### config.mk
export PLATFORM = sky130hd
export DESIGN_NAME = vdb2_ram
export DESIGN_NICKNAME = d
export VERILOG_FILES = /design/src/hw/rtl/assert_macros.svh /design/src/hw/rtl/vdb2_ram.sv
export SDC_FILE = /design/constraint.sdc
export NUM_CORES = 1
export LEC_CHECK = 0
export BUFFER_PORTS_ARGS = -buffer_cell sky130_fd_sc_hd__buf_2
export CAP_MARGIN = 15
export CORE_MARGIN = 2
export CORE_UTILIZATION = 43
export DETAILED_ROUTE_END_ITERATION = 8
export PLACE_DENSITY_LB_ADDON = 0.12
export SYNTH_ARGS = -nofsm -noshare
export SYNTH_HDL_FRONTEND = slang
export SYNTH_SLANG_ARGS = --single-unit
### constraint.sdc
create_clock -name clk -period 1.9 [get_ports clk]
set_input_delay 0.475 -clock clk [delete_from_list [all_inputs] [get_ports clk]]
set_output_delay 0.475 -clock clk [all_outputs]
set_load 0.03 [all_outputs]
### src/hw/rtl/assert_macros.svh
// ----------------------------------------------------------------------------
// assert_macros.svh
// Concurrent assertion helpers used by the downsampler RTL
// ----------------------------------------------------------------------------
`ifndef ASSERT_MACROS_SVH
`define ASSERT_MACROS_SVH

// property checked at every rising edge of clk outside reset
`define ASSERT_CLK(label, prop, msg) \
  label: assert property (@(posedge clk) disable iff (!rst_n) (prop)) else $error(msg);

// condition in one cycle implies a result in the next cycle
`define ASSERT_NEXT(label, cond, res, msg) \
  label: assert property (@(posedge clk) disable iff (!rst_n) (cond) |=> (res)) else $error(msg);

`endif

### src/hw/rtl/vdb2_ram.sv
// ----------------------------------------------------------------------------
// vdb2_ram
// Simple dual-port RAM, one write and one registered read port, read-first
// ----------------------------------------------------------------------------
`default_nettype none

module vdb2_ram #(
  parameter int WIDTH = 8,
  parameter int DEPTH = 16
) (
  input  wire                                      clk,
  input  wire                                      we,
  input  wire  [((DEPTH > 1) ? $clog2(DEPTH) : 1)-1:0] waddr,
  input  wire  [WIDTH-1:0]                         wdata,
  input  wire                                      re,
  input  wire  [((DEPTH > 1) ? $clog2(DEPTH) : 1)-1:0] raddr,
  output logic [WIDTH-1:0]                         rdata
);

  logic [WIDTH-1:0] mem [DEPTH];

  // write port
  always_ff @(posedge clk) begin
    if (we) begin
      mem[waddr] <= wdata;
    end
  end

  // registered read, holds when not enabled
  always_ff @(posedge clk) begin
    if (re) begin
      rdata <= mem[raddr];
    end
  end

endmodule

`default_nettype wire

---- After elaboration in Yosys (flattened, before gate mapping) ----
Memory sizes are Yosys's and may differ from the RTL's. A register that Yosys moved wholly into a read port is not among the register bits.
Index checks and enable logic that the tools add are counted.
storage, ports and cells
  bits in registers ....................... 0
  RAM bits ................................ 128
  bits of input ports ..................... 19
  output and inout bits ................... 8
  logic and storage cells ................. 3
  memories kept ........................... 1
memory list
  name  depth  bits a word  rd ports  clocked after Yosys merged registers in  write ports  line            source
  mem   16     8            1         1                                        1            vdb2_ram.sv:20  logic [WIDTH-1:0] mem [DEPTH];
operators by class
  mux-type cells .......................... 2
operators by type and width
  operator          count
  2-to-1 mux 1 bit  2

---- Longest topological paths before layout ----
  depth after elaboration ................. 2
  gate-level depth with buffers ........... 5
  gate-level depth less buffers ........... 3

---- Worst setup path after synthesis ----
OpenSTA, ideal clock, no wires.
  path type ............................... in2reg
  from .................................... input waddr[2] (netlist bit)
  to ...................................... memory mem[0][0], enable pin
  setup time .............................. 383 ps
  data arrival time ....................... 1585 ps
  data required time ...................... 1517 ps
  slack ................................... -68 ps
  stages on the path ...................... 2
  path buffers ............................ 0
  cells stage by stage .................... or3b_2 > nor3_1
RTL lines
  item             line            source
  start, declared  vdb2_ram.sv:13  input wire [((DEPTH > 1) ? $clog2(DEPTH) : 1)-1:0] waddr,
  end, declared    vdb2_ram.sv:20
Straight into the memory's write port.

==> impl_metrics.csv <==
group,metric,value,unit
layout,multi_input_area,1060,um^2
global_routing,grt_max_degree,19,
critical_path,cpMaxStageDelayCell,"mux4_1",
critical_path,rr_startpoint,"mem[5][1]$_DFFE_PP_",
synthesis,synth_seq_cells,136,
clock_tree,cts_buffers,17,
hold_path,hold_path_depth,1,
sta,fin_crit,1.57,ns
power_and_ir_drop,peakVddDrop,0.490,mV
clock_tree,htreeDepth,4,
critical_path,path_delay_family,"multiplexers",
die,die_area,13100,um^2
die,initial_core_util,43.7,%
sta,rsz0062_at_grt,"no",
clock_tree,clock_sinks,136,
layout,fin_nets,306,
sta,slew_viol_final,0,
clock_tree,clk_latency,0.41,ns
outcome,status,"finished clean",
synthesis,synthTopCellsByArea,"edfxtp_1 78%, mux4_2 7.8%, mux4_1 7.0%",
global_routing,antenna_found_initial,1,
synthesis,yosysWarningCount,0,
sta,max_freq,637,MHz
sta,finalHoldViolations,0,
clock_tree,ctsResizeCount,0,
critical_path,crit_fanout,18,
die,die_h,114,um
detailed_routing,drc,0,
critical_path,timing.rr.end,"rdata[1]$_DFFE_PP_",
power_and_ir_drop,clock_power_share,45.3,%
place,gp_congestion,0.685,
synthesis,syn_nets,248,
layout,syn_to_final_growth,19.7,%
power_and_ir_drop,netSwitchingFraction,20.4,%
critical_path,ff2ff_path_depth,3,
clock_tree,cts_buffer_depth,2,
place,hpwl,6540,um
synthesis,synth_top_area_share,78.1,%
global_routing,grt.overflow.total,0,
detailed_routing,wl_met3,263,um
power_and_ir_drop,pwr-share-seq,49.7,%
synthesis,syn_area,5230,um^2
synthesis,synth.most_common_cell,"edfxtp_1",
power_and_ir_drop,combPwrFrac,5.0,%
detailed_routing,highest_layer,"met5",
power_and_ir_drop,p_per_area,1090,nW/um^2
critical_path,arrival,1.73,ns
die,num_rows,40,
sta,worst_slack,0.331,ns
critical_path,startpoint_type,"input port",
critical_path,critPathMaxStageDelay,0.57,ns
run,cap_violations,0,
die,core,12000,um^2
detailed_routing,initialDrtViolationCount,185,
detailed_routing,vias_per_cell,5.41,
critical_path,cp.depth,5,
layout,n_fill_cell,916,
critical_path,rrSetupSlack,0.40,ns
layout,register_area,4080,um^2
sta,worst_slew_pin_slew,0.807,ns
clock_tree,cts.clk_slew.worst_paths,0.06,ns
layout,drive_gt1_share,33.0,%
critical_path,crit_type,"in -> reg",
sta,relSlewSlack,46.0,%
detailed_routing,met1_length,4520,um
synthesis,synth-main-ff-cell,"edfxtp_1",
die,ioPinCount,27,
critical_path,worstPathCellList,"buf_2 > buf_12 > mux4_1 > a22oi_1 > nand2_1",
power_and_ir_drop,netSwitchingPower,1.40,mW
global_routing,grt_pass1_wl,15000,um
global_routing,first_global_vias,2558,
clock_tree,cts_setup_buffers,0,
synthesis,synthCells,229,
detailed_routing,detail_route.first_pass.iterations,4,
synthesis,synthDistinctLibCells,18,
sta,min_period_over_period,82.6,%
synthesis,synth_area_per_cell,22.8,um^2
synthesis,synth_common_cells,"136 x edfxtp_1, 18 x mux4_2, 16 x a22oi_1, 14 x mux4_1, 13 x nor2_1",
clock_tree,cts_root_buf,"clkbuf_16",
detailed_routing,drt-total-wl,9710,um
hold_path,worstHoldStart,"wdata[0]",
power_and_ir_drop,p_leak,2.13,nW
synthesis,synth_area_leader_cell,"edfxtp_1",
detailed_routing,vias,2418,
place,dp_slack,-0.121,ns
synthesis,synth_edf_count,136,
detailed_routing,wl_met2,4750,um
layout,final_util,52.3,%
power_and_ir_drop,p_int,5.45,mW
global_routing,grtUsageTotal,16.6,%
hold_path,hold_path_class,"in -> reg",
clock_tree,ctsHoldBuffers,0,
critical_path,worst-path-buf-inv,2,
die,fp.dieW,114,um
sta,fin_skew,0.00753,ns
critical_path,required,2.06,ns
hold_path,holdPathEnd,"mem[6][0]$_DFFE_PP_",
synthesis,async_reset_ff_share,0,%
clock_tree,cts_tree,"built",
place,port_buffers,26,
sta,holdWs,0.445,ns
layout,insertedDiodeCount,0,
critical_path,endpoint_kind,"register",
detailed_routing,wl_per_cell,21.7,um
synthesis,ys_seq_area_share,78.1,%
sta,setup_viol,0,
detailed_routing,antenna_left,0,
-- worst max path at each step --
stage,from,endpoint,slack (ns)
after floorplan,raddr[0],rdata[1]$_DFFE_PP_,0.14
after global placement,raddr[0],rdata[3]$_DFFE_PP_,-0.12
after detailed placement,raddr[0],rdata[3]$_DFFE_PP_,-0.12
after CTS,raddr[0],rdata[3]$_DFFE_PP_,0.32
after global routing,raddr[0],rdata[3]$_DFFE_PP_,0.26
final,raddr[0],rdata[3]$_DFFE_PP_,0.33
-- logic make-up after synthesis --
kind of cell           count (synthesis)  share of synthesized area [%]
multiplexers                          32                           14.8
AO/OA/AOI/OAI                         16                           2.30
flip-flops                           136                           78.1
buffers and inverters                 10                           1.65
AND/OR/NAND/NOR                       35                           3.14
-- worst reg2reg max path: cells and delay by family (launching register included) --
kind	cells	cell delay [ns]
compound gates	1	0.23
flops	1	0.38
mux	1	0.55
simple gates	1	0.08
-- per-stage QoR --
stage | cells | setup TNS, ns | instance area, um^2 | power, mW
6_report | 447 | 0 | 6260 | 6.84
5_1_grt | 447 | 0 | 6260 | 7.08
4_1_cts | 447 | 0 | 6260 | 6.91
3_5_place_dp | 415 | -0.556 | 5700 | 3.82
3_3_place_gp | 415 | -0.530 | 5700 | 3.81
2_1_floorplan | 229 | 0 | 5230 | 3.66
-- cell usage in the layout (no fill, tap or decap) --
master / netlist / layout
mux4_1: 14 / 14
or3b_2: 1 / 1
nor2b_1: 1 / 1
nand2b_1: 2 / 2
edfxtp_1: 136 / 136
nand3_1: 1 / 1
buf_4: 1 / 18
nor3_2: 0 / 1
nand2_1: 9 / 9
nand3b_1: 2 / 2
nor3_1: 4 / 3
clkbuf_16: 0 / 17
mux4_2: 18 / 18
and2b_1: 1 / 1
clkinvlp_4: 0 / 2
clkinv_2: 0 / 6
buf_2: 3 / 26
nor2_1: 13 / 13
and2_1: 1 / 1
buf_12: 0 / 5
clkinv_4: 0 / 3
bufinv_16: 0 / 2
clkbuf_1: 0 / 2
a22oi_1: 16 / 16
-- flip-flops by register name, indices dropped and copies added, names as in the netlist --
| name | flops |
|---|---|
| rdata | 8 |
| mem | 128 |
-- power by group through the flow --
| stage | logic [mW] | clock network [mW] | registers, mW |
|---|---|---|---|
| floorplan | 0.171 | 0 | 3.49 |
| global placement | 0.352 | 0 | 3.46 |
| detailed placement | 0.355 | 0 | 3.46 |
| CTS | 0.355 | 3.16 | 3.40 |
| global route | 0.378 | 3.30 | 3.40 |
| finish | 0.345 | 3.10 | 3.40 |
-- metal layers --
metal,vias to the layer above,global-route usage [%]
met5,-,0
met2,46,25.7
met1,1259,22.2
met4,2,7.56
met3,14,4.66
li1,1097,-
-- area by class of cell --
class                      instances  share of cell area, %
clock inverter                    13                   2.10
tap                              147                   2.94
timing repair buffer              49                   5.84
clock buffer                      19                   6.92
multi-input combinational         83                   17.0
sequential                       136                   65.2
Power figures use the tool's default switching activity.
